--- src/rtl/core/integer_to_ascii_formatter_assert.svh ---
// Assertion macros for the formatter RTL.
// Define NO_ASSERTIONS to compile them away.
`ifndef INTEGER_TO_ASCII_FORMATTER_ASSERT_SVH
`define INTEGER_TO_ASCII_FORMATTER_ASSERT_SVH
`ifndef NO_ASSERTIONS
// Property checked on every rising clock edge outside reset.
`define I2A_ASSERT(label, clk, rst_n, prop) \
  label: assert property (@(posedge clk) disable iff (!rst_n) (prop)) \
    else $error("formatter assertion failed");
// Condition that must never be seen outside reset.
`define I2A_NEVER(label, clk, rst_n, cond) \
  label: assert property (@(posedge clk) disable iff (!rst_n) !(cond)) \
    else $error("formatter forbidden condition seen");
`else
`define I2A_ASSERT(label, clk, rst_n, prop)
`define I2A_NEVER(label, clk, rst_n, cond)
`endif
`endif

--- src/rtl/core/i2a_pkg.sv ---
// ----------------------------------------------------------------------------
// i2a_pkg
// Constants, item type and helpers shared by the integer-to-ASCII formatter.
// ----------------------------------------------------------------------------
package i2a_pkg;

  localparam int VALUE_WIDTH     = 64;
  localparam int STEPS_PER_STAGE = 8;
  localparam int NUM_STAGES      = (VALUE_WIDTH + STEPS_PER_STAGE - 1) / STEPS_PER_STAGE;
  localparam int BIN_W           = NUM_STAGES * STEPS_PER_STAGE;
  localparam int DEC_DIGITS      = 20;
  localparam int DEC_W           = DEC_DIGITS * 4;
  localparam int HEX_DIGITS      = (VALUE_WIDTH + 3) / 4;
  localparam int MAX_CHARS       = 20;
  localparam int LEN_W           = 5;
  localparam int IDX_W           = 5;

  // Format commands
  localparam logic [1:0] CMD_SDEC = 2'd0;
  localparam logic [1:0] CMD_UDEC = 2'd1;
  localparam logic [1:0] CMD_HEX  = 2'd2;
  localparam logic [1:0] CMD_RSVD = 2'd3;  // decoded as hex

  // ASCII codes
  localparam logic [7:0] CH_ZERO  = 8'h30;
  localparam logic [7:0] CH_UPA   = 8'h41;
  localparam logic [7:0] CH_MINUS = 8'h2D;
  localparam logic [7:0] CH_X     = 8'h78;

  // One request moving through the conversion pipeline
  typedef struct packed {
    logic             hex;
    logic             neg;
    logic [BIN_W-1:0] bin;
    logic [DEC_W-1:0] bcd;
  } item_t;

  function automatic logic [7:0] hex_glyph(input logic [3:0] nib);
    if (nib < 4'd10) return CH_ZERO + {4'd0, nib};
    return CH_UPA + {4'd0, nib} - 8'd10;
  endfunction

endpackage

--- src/rtl/core/i2a_dabble_stage.sv ---
// ----------------------------------------------------------------------------
// i2a_dabble_stage
// One pipeline stage of the binary-to-BCD converter: eight shift-add-3 steps.
// ----------------------------------------------------------------------------
module i2a_dabble_stage (
  input  logic           clk_i,
  input  logic           rst_ni,
  input  logic           valid_i,
  input  i2a_pkg::item_t item_i,
  output logic           ready_o,
  output logic           valid_o,
  output i2a_pkg::item_t item_o,
  input  logic           ready_i
);

  logic           vld_q;
  i2a_pkg::item_t item_q, item_d;

  // Eight double-dabble steps; hex requests pass untouched
  always_comb begin
    logic [i2a_pkg::DEC_W-1:0] b;
    logic [i2a_pkg::BIN_W-1:0] m;
    b = item_i.bcd;
    m = item_i.bin;
    if (!item_i.hex) begin
      for (int s = 0; s < i2a_pkg::STEPS_PER_STAGE; s++) begin
        for (int d = 0; d < i2a_pkg::DEC_DIGITS; d++) begin
          if (b[d*4 +: 4] >= 4'd5) b[d*4 +: 4] = b[d*4 +: 4] + 4'd3;
        end
        b = {b[i2a_pkg::DEC_W-2:0], m[i2a_pkg::BIN_W-1]};
        m = {m[i2a_pkg::BIN_W-2:0], 1'b0};
      end
    end
    item_d     = item_i;
    item_d.bcd = b;
    item_d.bin = m;
  end

  assign ready_o = !vld_q || ready_i;
  assign valid_o = vld_q;
  assign item_o  = item_q;

  always_ff @(posedge clk_i or negedge rst_ni) begin
    if (!rst_ni) begin
      vld_q <= 1'b0;
    end else if (ready_o) begin
      vld_q <= valid_i;
    end
  end

  always_ff @(posedge clk_i) begin
    if (ready_o && valid_i) begin
      item_q <= item_d;
    end
  end

endmodule

--- config.mk ---
export PLATFORM = sky130hd
export DESIGN_NAME = i2a_dabble_stage
export DESIGN_NICKNAME = d
export VERILOG_FILES = /design/src/rtl/core/integer_to_ascii_formatter_assert.svh /design/src/rtl/core/i2a_pkg.sv /design/src/rtl/core/i2a_dabble_stage.sv
export SDC_FILE = /design/constraint.sdc
export NUM_CORES = 1
export LEC_CHECK = 0
export ABC_CLOCK_PERIOD_IN_PS = 4200
export BUFFER_PORTS_ARGS = -buffer_cell sky130_fd_sc_hd__clkbuf_2
export CAP_MARGIN = 5
export CORE_ASPECT_RATIO = 0.9
export CORE_MARGIN = 10
export CORE_UTILIZATION = 50
export CTS_BUF_LIST = sky130_fd_sc_hd__clkbuf_4
export CTS_CLUSTER_SIZE = 40
export DETAILED_ROUTE_END_ITERATION = 10
export PLACE_DENSITY = 0.83
export SYNTH_ARGS = -nofsm -noshare
export SYNTH_HDL_FRONTEND = slang
export SYNTH_SLANG_ARGS = --single-unit
--- constraint.sdc ---
create_clock -name clk_i -period 4.2 [get_ports clk_i]
set_input_delay 0.84 -clock clk_i [delete_from_list [all_inputs] [get_ports clk_i]]
set_output_delay 0.84 -clock clk_i [all_outputs]
set_load 0.01 [all_outputs]
==> impl_metrics.py, run 1 <==
metrics = {
    "synth": {
        "ys_ff_latch": 147,
        "ys_seq_area_share_pct": 16.7,
        "synth_xor_area_share_pct": 3.98,
        "ys_types": 143,
        "synth_nets": 3668,
        "synthMuxAreaShare_pct": 11.1,
        "postSynthCellCount": 3363,
        "yosys_warnings": 0,
        "syn_area_um2": 26400,
        "async_flop_share_pct": 0.680,
        "avgSynthCellArea_um2": 7.86,
        "synth_top_family_by_area": "compound AO/OA/AOI/OAI gates",
        "synth_edf_count": 146,
        "yosys.area_share.simple_pct": 22.0,
        "synth-compound-area-share_pct": 34.3,
        "synth_flop_cell": "edfxtp_1",
        "synth_adder_area_share_pct": 7.38,
    },
    "place": {
        "io_buffers": 297,
        "dpl.hpwl_um": 82200,
        "place_congestion": 0.944,
    },
    "die": {
        "start_util_pct": 50.8,
        "rows": 79,
        "die_x_um": 262,
        "io_pins": 298,
        "die_height_um": 238,
    },
    "run_status": {
        "lastStage": "global routing",
        "status": "aborted with a tool error",
        "error_line": "[ERROR GRT-0232] Routing congestion too high. Check the congestion heatmap in the GUI.",
    },
    "sta": {
        "crit_endpoint": "item_o[56]$_DFFE_PP_/D",
        "worst-ep-kind": "register data pin",
    },
    "grt": {
        "grt_max_degree": 78,
        "grt_use_total_pct": 82.1,
        "grt-ovfl-total": 1404,
    },
    "clock_network": {
        "cts_sinks": 147,
        "h-tree-depth": 4,
        "cts_root_buffer": "clkbuf_4",
        "cts_buffers": 17,
        "cts_buffer_depth": 2,
    },
}
-- per-layer routing --
layer / GRT overflow / track usage, %
met5: 7 / 32.5
met4: 421 / 89.7
met3: 19 / 68.6
met2: 939 / 98.9
met1: 18 / 78.1
-- logic make-up after synthesis --
family	Yosys count
compound gates	1237
simple gates	1156
buf+inv	315
mux	261
fa+ha+maj	156
flops	147
xor+xnor	91
-- synthesized netlist by cell type, types with 39 or more instances --
library cell	instances	area, um2
a211oi_1	59	443
a21o_1	43	323
a21oi_1	223	1120
and2_1	61	382
and3_1	39	244
clkbuf_1	54	203
edfxtp_1	146	4380
ha_1	155	1940
inv_1	209	785
mux2_2	132	1490
mux2i_1	103	1030
nand2_1	308	1160
nand2b_1	65	407
nand3_1	72	360
nor2_1	273	1020
nor2b_1	47	294
nor3_1	64	320
o21a_1	46	345
o21ai_0	189	946
o21ai_1	108	541
or3_1	42	263
-- repair_timing --
action | CTS
pin swaps | 377
buffers inserted | 179
hold buffers | 1
resized for setup | 559
endpoints found under the setup margin | 75
endpoints found under the hold margin | 1
-- through the flow --
stage               area (um2)  setup WS [ns]  hold WS [ns]  utilization [%]  std cells
floorplan                28500          -2.25         0.544                -       3363
global placement         39900          -2.33         0.513             76.7       5509
detailed placement       39900          -2.79         0.586             76.7       5509
CTS                      44200          -1.49         0.143             85.0       5712
==> run 2: changes to the inputs <==
==> config.mk (replaced) <==
export PLATFORM = sky130hd
export DESIGN_NAME = i2a_dabble_stage
export DESIGN_NICKNAME = d
export VERILOG_FILES = /design/src/rtl/core/integer_to_ascii_formatter_assert.svh /design/src/rtl/core/i2a_pkg.sv /design/src/rtl/core/i2a_dabble_stage.sv
export SDC_FILE = /design/constraint.sdc
export NUM_CORES = 1
export LEC_CHECK = 0
export ABC_CLOCK_PERIOD_IN_PS = 5450
export BUFFER_PORTS_ARGS = -buffer_cell sky130_fd_sc_hd__clkbuf_2
export CAP_MARGIN = 5
export CORE_MARGIN = 10
export CORE_UTILIZATION = 35
export DETAILED_ROUTE_END_ITERATION = 10
export PLACE_DENSITY_LB_ADDON = 0.15
export SYNTH_ARGS = -nofsm -noshare
export SYNTH_HDL_FRONTEND = slang
export SYNTH_SLANG_ARGS = --single-unit
==> constraint.sdc (replaced) <==
create_clock -name clk_i -period 5.45 [get_ports clk_i]
set_input_delay 1.09 -clock clk_i [delete_from_list [all_inputs] [get_ports clk_i]]
set_output_delay 1.09 -clock clk_i [all_outputs]
set_load 0.01 [all_outputs]
==> run 2 against run 1 <==
Compared with the run above:
- the flow now finishes, with violations (setup timing)
- area after synthesis unchanged
- synthesized cell count unchanged
==> impl_metrics.py, run 2 <==
metrics = {
    "detailed_routing": {
        "met1_length_um": 42700,
        "vias_per_cell": 5.21,
        "ant_nets": 0,
        "dr_total_vias": 32300,
        "avgRoutedWirePerCell_um": 15.6,
        "dr.pass1.iters": 5,
        "met3_length_um": 4130,
        "dr_wl_met2_um": 48500,
        "top_layer": "met5",
        "drtIter0Drc": 1363,
        "drc": 0,
        "wirelength_um": 96800,
    },
    "synth": {
        "syn_area_um2": 26400,
        "synth_flop_cell": "edfxtp_1",
        "async_flop_share_pct": 0.680,
        "ys_seq_area_share_pct": 16.7,
        "synth_edf_count": 146,
        "yosysTopAreaCellShare_pct": 16.6,
        "postSynthCellCount": 3363,
        "synthMuxAreaShare_pct": 11.1,
        "ys_types": 143,
        "yosysMostFrequentCell": "nand2_1",
        "yosys.area_share.simple_pct": 22.0,
        "yosys_warnings": 0,
        "synth-compound-area-share_pct": 34.3,
        "synthTopCellsByCount": "308 x nand2_1, 273 x nor2_1, 223 x a21oi_1",
        "synth_nets": 3668,
        "synth_area_leaders": "edfxtp_1 17%, ha_1 7.3%, mux2_2 5.6%, nand2_1 4.4%, a21oi_1 4.2%",
        "synth_top_cell_by_area": "edfxtp_1",
        "ys_ff_latch": 147,
        "avgSynthCellArea_um2": 7.86,
        "synth_adder_area_share_pct": 7.38,
        "synth_xor_area_share_pct": 3.98,
        "synth_top_family_by_area": "compound AO/OA/AOI/OAI gates",
    },
    "clock_network": {
        "h-tree-depth": 4,
        "clk_latency_ns": 0.52,
        "cts.clk_slew.worst_paths_ns": 0.07,
        "cts_buffers": 17,
        "hold_buffers": 0,
        "cts_root_buffer": "clkbuf_16",
        "cts_buffer_depth": 2,
        "cts_tree": "built",
        "cts_sinks": 147,
    },
    "die": {
        "io_pins": 298,
        "rows": 100,
        "die_height_um": 295,
        "die_x_um": 295,
        "core_area_um2": 74700,
        "start_util_pct": 35.4,
        "die_area_um2": 86900,
    },
    "critical_path": {
        "cp.required_ns": 5.79,
        "crit_top_cell": "ha_4",
        "worst_setup_path_end_kind": "flop",
        "slowest_stage": "or3_4",
        "crit_arrival_ns": 6.63,
        "critPathKind": "in -> reg",
        "path_max_fanout": 3,
        "cpPeakStageDelay_ns": 0.41,
        "start_kind": "input port",
    },
    "sta": {
        "slew_violations": 0,
        "hold_viol": 0,
        "timing.final.ws_setup_ns": -0.849,
        "fin_crit_sh_pct": 116,
        "rsz0062_at_grt": "true",
        "setup_viol": 75,
        "slew_headroom_pct": 50.9,
        "period_needed_ns": 6.30,
        "clock-skew-final_ns": 0.0168,
        "tightestPinTransition_ns": 0.737,
        "fmax_ghz": 0.159,
    },
    "final_layout": {
        "fin_nets": 5526,
        "drive_above_1_share_pct": 61.9,
        "largest_reg_flops": 146,
        "layout_commonest_cell": "buf_4",
        "n_fill_cell": 6135,
        "final_cell_mix": "1541 x buf_4, 269 x clkbuf_2, 264 x nand2_1",
        "syn2layout_area_growth_pct": 82.4,
        "final_cell_count_no_fill": 6204,
    },
    "place": {
        "dpl.hpwl_um": 72100,
        "placed_cells": 5864,
        "place_congestion": 0.843,
        "io_buffers": 297,
    },
    "run_status": {
        "status": "finished, violations left",
        "violations": "setup timing",
    },
    "grt": {
        "grt_pass1_wl_um": 151000,
        "grt-ovfl-total": 0,
        "grt_max_degree": 109,
        "grt_use_total_pct": 20.6,
        "grt_pass1_vias": 31200,
        "grt_antenna_before_repair": 5,
    },
    "hold_path": {
        "hold_path.class": "in -> async",
    },
    "flow_run": {
        "drv_cap": 0,
    },
}
run 2: cell counts after synthesis:
Identical to the previous run, type by type.
run 2: path summary, 6_finish.rpt:
kind	start	endpoint	slack [ns]	cells past startpoint
hold reg to reg	valid_o	valid_o	0.56	2
setup / recovery	item_i[20]	item_o[30]	-0.85	33
hold / removal	rst_ni	valid_o	0.35	1
min in group clk_i	valid_o	valid_o	0.56	2
setup reg to reg	valid_o	item_o[26]	3.32	3
max in group asynchronous	rst_ni	valid_o	5.02	1
run 2: metrics by stage:
stage,hold slack (ns),util (%),setup TNS [ns],worst slack [ns],cell area [um2]
3_3_place_gp,0.529,54.5,-98.35,-1.45,40700
2_1_floorplan,0.622,-,-72.58,-1.25,28400
6_report,0.347,64.6,-47.80,-0.849,48200
4_1_cts,0.307,60.4,-42.91,-0.794,45100
3_5_place_dp,0.531,54.5,-102.08,-1.54,40700
5_1_grt,0.318,64.6,-66.38,-1.09,48200
run 2: cell families after synthesis:
group                      Yosys count
AOI/OAI and AO/OA                 1237
xor gates and xnor gates            91
adders and majority gates          156
buffers and inverters              315
DFF                                147
muxes                              261
and+or+nand+nor                   1156
run 2: worst max-delay path, delay by kind of cell:
kind,cells,cell delay (ns)
buffers and inverters,6,0.49
AOI/OAI and AO/OA,10,1.67
muxes,2,0.64
adders and majority gates,5,0.73
and+or+nand+nor,10,2.00
run 2: what timing repair did:
action                                  CTS  global route
pin swaps                               364           297
hold endpoints to repair                  0             0
gates resized for setup                 495           509
buffers inserted                        211           115
cloned                                    0             0
endpoints found under the setup margin   75            75
run 2: cell type report:
cell class | instances | area, um2 | share of cell area (%)
clock buffers | 17 | 425 | 0.882
well taps | 969 | 1210 | 2.51
inverters | 229 | 1020 | 2.12
multi-input cells | 2901 | 26600 | 55.2
diodes | 1 | 2.50 | 0.00519
clock inverters | 15 | 145 | 0.301
flip-flops and latches | 147 | 4410 | 9.14
repair buffers | 1925 | 14400 | 29.8
run 2: per-layer routing:
metal / up-vias / GRT usage, %
met5: - / 0
met4: 4 / 4.87
met3: 87 / 3.82
met2: 471 / 36.7
met1: 15300 / 25.2
li1: 16500 / -
Power of run 2 is left out: the tool's default activity adds up to more than one toggle a clock period on the data nets, which glitch-free logic cannot reach.
