==> src/rtl/core/integer_to_ascii_formatter_assert.svh <==
// Assertion macros for the formatter RTL.
// Define NO_ASSERTIONS to compile them away.
`ifndef INTEGER_TO_ASCII_FORMATTER_ASSERT_SVH
`define INTEGER_TO_ASCII_FORMATTER_ASSERT_SVH
`ifndef NO_ASSERTIONS
// Property checked on every rising clock edge outside reset.
`define I2A_ASSERT(label, clk, rst_n, prop) \
  label: assert property (@(posedge clk) disable iff (!rst_n) (prop)) \
    else $error("formatter assertion failed");
// Condition that must never be seen outside reset.
`define I2A_NEVER(label, clk, rst_n, cond) \
  label: assert property (@(posedge clk) disable iff (!rst_n) !(cond)) \
    else $error("formatter forbidden condition seen");
`else
`define I2A_ASSERT(label, clk, rst_n, prop)
`define I2A_NEVER(label, clk, rst_n, cond)
`endif
`endif

==> src/rtl/core/i2a_pkg.sv <==
// ----------------------------------------------------------------------------
// i2a_pkg
// Constants, item type and helpers shared by the integer-to-ASCII formatter.
// ----------------------------------------------------------------------------
package i2a_pkg;

  localparam int VALUE_WIDTH     = 64;
  localparam int STEPS_PER_STAGE = 8;
  localparam int NUM_STAGES      = (VALUE_WIDTH + STEPS_PER_STAGE - 1) / STEPS_PER_STAGE;
  localparam int BIN_W           = NUM_STAGES * STEPS_PER_STAGE;
  localparam int DEC_DIGITS      = 20;
  localparam int DEC_W           = DEC_DIGITS * 4;
  localparam int HEX_DIGITS      = (VALUE_WIDTH + 3) / 4;
  localparam int MAX_CHARS       = 20;
  localparam int LEN_W           = 5;
  localparam int IDX_W           = 5;

  // Format commands
  localparam logic [1:0] CMD_SDEC = 2'd0;
  localparam logic [1:0] CMD_UDEC = 2'd1;
  localparam logic [1:0] CMD_HEX  = 2'd2;
  localparam logic [1:0] CMD_RSVD = 2'd3;  // decoded as hex

  // ASCII codes
  localparam logic [7:0] CH_ZERO  = 8'h30;
  localparam logic [7:0] CH_UPA   = 8'h41;
  localparam logic [7:0] CH_MINUS = 8'h2D;
  localparam logic [7:0] CH_X     = 8'h78;

  // One request moving through the conversion pipeline
  typedef struct packed {
    logic             hex;
    logic             neg;
    logic [BIN_W-1:0] bin;
    logic [DEC_W-1:0] bcd;
  } item_t;

  function automatic logic [7:0] hex_glyph(input logic [3:0] nib);
    if (nib < 4'd10) return CH_ZERO + {4'd0, nib};
    return CH_UPA + {4'd0, nib} - 8'd10;
  endfunction

endpackage

==> src/rtl/core/i2a_emit.sv <==
// ----------------------------------------------------------------------------
// i2a_emit
// Builds the character buffer of a converted number and sends it out,
// most significant character first, one request per character.
// ----------------------------------------------------------------------------
`include "integer_to_ascii_formatter_assert.svh"

module i2a_emit (
  input  logic           clk_i,
  input  logic           rst_ni,
  input  logic           valid_i,
  input  i2a_pkg::item_t item_i,
  output logic           ready_o,
  output logic           out_valid_o,
  input  logic           out_stall_i,
  output logic [7:0]     ascii_char_o,
  output logic           last_o,
  output logic [4:0]     total_length_o
);

  logic                          vld_q;
  logic [i2a_pkg::IDX_W-1:0]     idx_q;
  logic [i2a_pkg::LEN_W-1:0]     len_q, len_d;
  logic [7:0]                    buf_q [i2a_pkg::MAX_CHARS];
  logic [7:0]                    buf_d [i2a_pkg::MAX_CHARS];
  logic                          done;

  // Digit count, length and characters, least significant first
  always_comb begin
    logic [i2a_pkg::LEN_W-1:0] nd;
    nd = 5'd1;
    if (item_i.hex) begin
      for (int i = 1; i < i2a_pkg::HEX_DIGITS; i++) begin
        if (item_i.bin[i*4 +: 4] != 4'd0) nd = i2a_pkg::LEN_W'(i + 1);
      end
    end else begin
      for (int i = 1; i < i2a_pkg::DEC_DIGITS; i++) begin
        if (item_i.bcd[i*4 +: 4] != 4'd0) nd = i2a_pkg::LEN_W'(i + 1);
      end
    end
    if (item_i.hex)      len_d = nd + 5'd2;
    else if (item_i.neg) len_d = nd + 5'd1;
    else                 len_d = nd;
    for (int i = 0; i < i2a_pkg::MAX_CHARS; i++) begin
      if (i2a_pkg::LEN_W'(i) < nd) begin
        if (item_i.hex && i < i2a_pkg::HEX_DIGITS)
          buf_d[i] = i2a_pkg::hex_glyph(item_i.bin[(i % i2a_pkg::HEX_DIGITS)*4 +: 4]);
        else
          buf_d[i] = i2a_pkg::CH_ZERO + {4'd0, item_i.bcd[i*4 +: 4]};
      end else if (i2a_pkg::LEN_W'(i) == nd) begin
        buf_d[i] = item_i.hex ? i2a_pkg::CH_X : i2a_pkg::CH_MINUS;
      end else begin
        buf_d[i] = i2a_pkg::CH_ZERO;
      end
    end
  end

  assign done    = vld_q && !out_stall_i && (idx_q == '0);
  assign ready_o = !vld_q || done;

  assign out_valid_o    = vld_q;
  assign ascii_char_o   = buf_q[idx_q];
  assign last_o         = (idx_q == '0);
  assign total_length_o = len_q;

  // Character counter and control
  always_ff @(posedge clk_i or negedge rst_ni) begin
    if (!rst_ni) begin
      vld_q <= 1'b0;
      idx_q <= '0;
      len_q <= '0;
    end else if (ready_o) begin
      vld_q <= valid_i;
      if (valid_i) begin
        idx_q <= len_d - 5'd1;
        len_q <= len_d;
      end
    end else if (!out_stall_i) begin
      idx_q <= idx_q - 1'b1;
    end
  end

  // Character buffer
  always_ff @(posedge clk_i) begin
    if (ready_o && valid_i) begin
      buf_q <= buf_d;
    end
  end

  `I2A_ASSERT(a_hold_on_stall, clk_i, rst_ni, vld_q && out_stall_i |=> vld_q && $stable(idx_q))
  `I2A_ASSERT(a_idx_in_len, clk_i, rst_ni, vld_q |-> idx_q < len_q)
  `I2A_ASSERT(a_len_range, clk_i, rst_ni, vld_q |-> len_q >= 5'd1 && len_q <= 5'd20)
  `I2A_NEVER(a_no_phantom, clk_i, rst_ni, $past(done) && !$past(valid_i) && vld_q)

endmodule

==> config.mk <==
export PLATFORM = sky130hd
export DESIGN_NAME = i2a_emit
export DESIGN_NICKNAME = d
export VERILOG_FILES = /design/src/rtl/core/i2a_pkg.sv /design/src/rtl/core/i2a_emit.sv
export VERILOG_INCLUDE_DIRS = /design/src /design/src/rtl/core
export SDC_FILE = /design/constraint.sdc
export NUM_CORES = 1
export LEC_CHECK = 0
export ABC_AREA = 1
export BUFFER_PORTS_ARGS = -buffer_cell sky130_fd_sc_hd__clkbuf_2
export CORE_MARGIN = 2
export CORE_UTILIZATION = 36
export CTS_BUF_LIST = sky130_fd_sc_hd__clkbuf_2 sky130_fd_sc_hd__clkbuf_4 sky130_fd_sc_hd__clkbuf_8
export CTS_CLUSTER_SIZE = 12
export DETAILED_ROUTE_END_ITERATION = 10
export PLACE_DENSITY_LB_ADDON = 0.05
export SETUP_SLACK_MARGIN = 0.05
export SLEW_MARGIN = 15
export SYNTH_ARGS = -nofsm -noshare
export SYNTH_HDL_FRONTEND = slang
export SYNTH_SLANG_ARGS = --single-unit
==> constraint.sdc <==
create_clock -name clk_i -period 12.3 [get_ports clk_i]
set_input_delay 0.615 -clock clk_i [delete_from_list [all_inputs] [get_ports clk_i]]
set_output_delay 0.615 -clock clk_i [all_outputs]
set_load 0.1 [all_outputs]
# ---- Word level (Yosys, flattened, before mapping)
# Cells that the tools add are included.
dict set report op_classes {
  mux 180
  magnitude_cmp 37
  n_reduce_logical 44
  n_eq_ne 21
  addsub 72
  n_bitwise 1
}
# operator n
set ops {}
lappend ops {{8-bit 2-to-1 mux} 66}
lappend ops {{6-bit by 4-bit adder with 7-bit output, first input constant} 36}
lappend ops {{7-bit 2-to-1 mux} 25}
lappend ops {{5-bit 2-to-1 mux} 30}
lappend ops {{4-bit nonzero test} 34}
lappend ops {{7-bit by 4-bit adder with 8-bit output, first input constant} 16}
lappend ops {{8-bit by 4-bit subtractor with 8-bit output, second input constant} 16}
lappend ops {{4-bit less-than comparator, second input constant} 16}
lappend ops {{1-bit 2-to-1 mux} 48}
lappend ops {{8-bit binary-select mux with 5-bit select} 1}
lappend ops {{4-bit by 5-bit equality test with 1-bit output, first input constant} 8}
lappend ops {{4-bit by 5-bit less-than comparator with 1-bit output, first input constant} 8}
lappend ops {{3-bit by 5-bit equality test with 1-bit output, first input constant} 4}
lappend ops {{5-bit equality test, first input constant} 4}
lappend ops {{3-bit by 5-bit less-than comparator with 1-bit output, first input constant} 4}
lappend ops {{5-bit less-than comparator, first input constant} 4}
lappend ops {{3-bit 2-to-1 mux} 4}
lappend ops {{4-bit 2-to-1 mux} 3}
lappend ops {{2-bit by 5-bit equality test with 1-bit output, first input constant} 2}
lappend ops {{5-bit zero test} 2}
lappend ops {{1-bit by 5-bit less-than comparator with 1-bit output, first input constant} 2}
lappend ops {{2-bit by 5-bit less-than comparator with 1-bit output, first input constant} 2}
lappend ops {{5-bit by 1-bit subtractor with 5-bit output, second input constant} 2}
lappend ops {{6-bit greater-or-equal comparator, second input constant} 1}
lappend ops {{other kinds (10)} 17}
dict set report totals {
  regBits 171
  wordCells 378
  input_bits 150
}

# ---- Logic depth before layout (Yosys ltp)
dict set report depth {
  depth_word 27
  depth_mapped 37
}

# ---- Worst setup path before layout
# Ideal clock, no wire load.
dict set report synth_timing {
  path_kind {register to register}
  start {register idx_q[2] in the netlist's numbering}
  end {register idx_q[1] in the netlist's numbering}
  setup_slack_ns 2.403
  setup_ns 0.126
  arrival_ns 9.771
  t_required_ns 12.174
  stages_incl_launch_ff 13
  n_path_buf 0
  synth_period_minus_slack_ns 9.897
  cell_sequence {dfrtp_1 nor2_1 nand3_1 nor2_1 nand2_1 nand2_1 inv_1 nor2_1 inv_1 o21ai_1 inv_1 nand2_1 o21ai_0}
}
dict set report synth_via {
  elab_chain_len 5
  word_cells_on_any_way 7
  cone_classes {eq/ne: 2; mux: 1; reduce/logical: 4}
}
# item line
set synth_rtl {}
lappend synth_rtl {{start: declaration} i2a_emit.sv:22} ;# logic [i2a_pkg::IDX_W-1:0] idx_q;
lappend synth_rtl {{start signal: assignment} i2a_emit.sv:75} ;# idx_q <= len_d - 5'd1;
lappend synth_rtl {{start signal: assignment} i2a_emit.sv:79} ;# idx_q <= idx_q - 1'b1;
lappend synth_rtl {{5-bit zero test *} --}
lappend synth_rtl {{named net last_o} i2a_emit.sv:17} ;# output logic last_o,
lappend synth_rtl {{1-bit logical AND *} i2a_emit.sv:58} ;# assign done = vld_q && !out_stall_i && (idx_q == '0);
lappend synth_rtl {{1-bit logical OR *} i2a_emit.sv:59} ;# assign ready_o = !vld_q || done;
lappend synth_rtl {{2-bit != test (no source line)} --}
lappend synth_rtl {{2-bit AND reduction (no source line)} --}
# Mark *: on every way through the listed nets, which the timed path passes. The rest lies on a longest branch.
# A chain may end at the register's enable or synchronous reset.

# ---- Worst setup path after layout
dict set report layout_timing {
  start {register idx_q[1] in the netlist's numbering}
  end {register buf_q[17] in the netlist's numbering (enable)}
}
dict set report layout_via {
  elab_chain_len 4
}
# item line
set layout_rtl {}
lappend layout_rtl {{5-bit zero test} i2a_emit.sv:58}
lappend layout_rtl {{1-bit logical AND} i2a_emit.sv:58}
lappend layout_rtl {{1-bit logical OR} i2a_emit.sv:59}
lappend layout_rtl {{1-bit logical AND} i2a_emit.sv:85} ;# if (ready_o && valid_i) begin
lappend layout_rtl {{end signal: assignment} i2a_emit.sv:86} ;# buf_q <= buf_d;
lappend layout_rtl {{end: declaration} i2a_emit.sv:24} ;# logic [7:0] buf_q [i2a_pkg::MAX_CHARS];
# Every way passes these cells.

==> results_dict.tcl <==
set metrics [dict create \
    fp.dieH_um 170.6 \
    status "finished, final reports clean" \
    crit_path_max_fanout 75 \
    yosysWarnings 0 \
    hold_ws_ns 0.3927 \
    ioPinCount 166 \
    netlist.area_leader.share 0.4085 \
    rsz0062_at_grt "false" \
    crit_path_start_kind "flop" \
    antenna_found_initial 0 \
    synth-seq-cells 147 \
    crit_buf_inv 5 \
    hp-class "input port to flop" \
    synth_area_leaders "edfxtp_1 41%, nand2_1 9.5%, o21ai_0 7.5%, nor2_1 6.6%, inv_1 6.3%" \
    synth.most_common_cell "nand2_1" \
    endpoint_kind "flop" \
    num_antenna_cells 0 \
    clock_path_buffers 2 \
    vias 9523 \
    grt_pass1_vias 9012 \
    fin_crit_sh 0.3769 \
    crit_chain "buf_4 -> inv_1 -> nand3_1 -> nor2_1 -> nand2_1 -> nand2_1 -> inv_1 -> nor2_4 -> buf_4 -> buf_4" \
    p_per_area_nw_per_um2 174.4 \
    cpMostUsedCell "buf_4" \
    seq_area_frac_synth 0.4360 \
    hold_depth 3 \
    avgRoutedWirePerCell_um 18.40 \
    syn_avg_cell_area_um2 7.631 \
    cts_made_buffers 17 \
    cts_htree_levels 4 \
    layout.nets 1627 \
    final.setup_skew_ns 0.01509 \
    area.growth.synth_to_final_pct 16.01 \
    worstPathRequired_ns 12.39 \
    start_util 0.3628 \
    synthesis.area_um2 9997 \
    cap_violations 0 \
    ant_nets 0 \
    die-width_um 170.6 \
    drt_pass1_iterations 7 \
    synth_common_cells "252 x nand2_1, 177 x nor2_1, 169 x inv_1, 149 x o21ai_0, 136 x edfxtp_1" \
    dieArea_um2 29120 \
    clk_pin_slew_ns 0.09 \
    synth_top_area_cell "edfxtp_1" \
    async_flop_share 0.07483 \
    port_buffers 164 \
    cp_top_family "buffers and inverters" \
    worstSetupPathDepth 10 \
    postCtsResizedCells 0 \
    totalPowerFinal_uw 2023 \
    grt_first_pass_wirelength_mm 51.31 \
    critPathMaxStageDelay_ns 0.91 \
    drive_gt1_frac 0.1831 \
    clk_latency_ns 0.46 \
    worst_pin_slew_ns 1.169 \
    grt.overflow.total 0 \
    synthCells 1310 \
    final_hold_viol_count 0 \
    clock_sinks 147 \
    viasPerCell 5.170 \
    power.leakage_uw 0.004954 \
    routed_wl_mm 33.89 \
    placementRows 61 \
    postPlaceCellArea_um2 11160 \
    worstSetupPathType "flop to flop" \
    cts_root_buf "clkbuf_8" \
    setup_viol 0 \
    drc 0 \
    grt_usage 0.2342 \
    synth_edf_count 136 \
    core_um2 27550 \
    critical_path.slowest_cell "buf_4" \
    maxSlewHeadroom 0.2200 \
    irDropWorstVdd_mv 0.1132 \
    synth_cell_types 52 \
    hpwl_mm 25.96 \
    drtIter0Drc 808 \
    grt_max_degree 95 \
    cp.arrival_ns 4.72 \
    place_congestion 0.8446 \
    finish.instance_area_um2 11600 \
    timing.fmax_mhz 215.7 \
    cts_tree "yes" \
    drv_slew 0 \
    layout_min_cycle_time_ns 4.635 \
    reg2reg_depth 10 \
    cts_setup_buffers 0 \
    synth_ff_type "edfxtp_1" \
    tns_ns 0 \
]
[power breakdown]
part	switching, uW	internal (uW)	total (uW)
Combinational	726	221	947
Clock	204	209	413
Sequential	35.6	628	663
Total	966	1060	2020
[kinds of logic after synthesis]
kind of cell | synth area share
compound gates | 0.1814
xor+xnor | 0.002629
fa+ha+maj | 0.03254
buf+inv | 0.09174
flops | 0.4360
mux | 0.002253
other cells | 0.0003751
simple gates | 0.2531
[cell usage in the layout (no fill, tap or decap), types with 9 or more instances in the layout]
master,count
a21oi_1,36
a31oi_1,12
buf_4,10
clkbuf_2,163
clkbuf_8,17
dfrtp_1,10
edfxtp_1,136
ha_1,26
inv_1,169
inv_2,15
nand2_1,252
nand2_2,9
nand3_1,77
nand4_1,12
nor2_1,176
nor3_1,18
nor4_1,11
o211ai_1,13
o21ai_0,149
o21ai_1,10
o221ai_1,12
o22ai_1,41
o31ai_1,10
[worst min-delay path: stages]
cell and delay, ns:
clkbuf_2 0.08, inv_1 0.07, nand2_1 0.07
[path summary, 6_finish.rpt]
kind	startpoint	to	slack [ns]
setup / recovery	idx_q[1]	buf_q[17]	7.66
min in group asynchronous	rst_ni	out_valid_o	0.55
hold / removal	valid_i	out_valid_o	0.39
max in group asynchronous	rst_ni	idx_q[0]	11.50
setup reg to reg	idx_q[1]	buf_q[17]	7.66
hold reg to reg	total_length_o[4]	total_length_o[4]	0.49
[timing repair]
item                       CTS  global route
hold endpoints to repair     5             0
hold buffers                 1             0
setup endpoints to repair    0             0
[registers in the layout, summed over array words and instances (netlist names)]
register,count
buf_q,136
idx_q,5
total_length_o,5
out_valid_o,1
[final cells by class]
class	instances	area (um^2)
fill	2899	15960
multi-input combinational	924	4732
sequential	147	4360
timing repair buffer	174	900.9
inverter	187	706.9
tap	378	473.0
clock buffer	19	249.0
clock inverter	13	175.2
[per-layer routing]
layer  vias up  track usage  share of wire
met4         0      0.05574          0.017
met2       304       0.3630           0.45
li1       4746            -              -
met1      4438       0.3427           0.48
met3        35      0.03585          0.056
met5         -            0              0
[through the flow]
stage / setup slack (ns) / instances / util
after floorplan: 2.403 / 1311 / -
after global placement: 7.427 / 1809 / 0.4052
after detailed placement: 7.481 / 1809 / 0.4052
after CTS: 7.689 / 1842 / 0.4209
after global routing: 7.303 / 1842 / 0.4209
final: 7.665 / 1842 / 0.4209
Power figures use the tool's default switching activity.
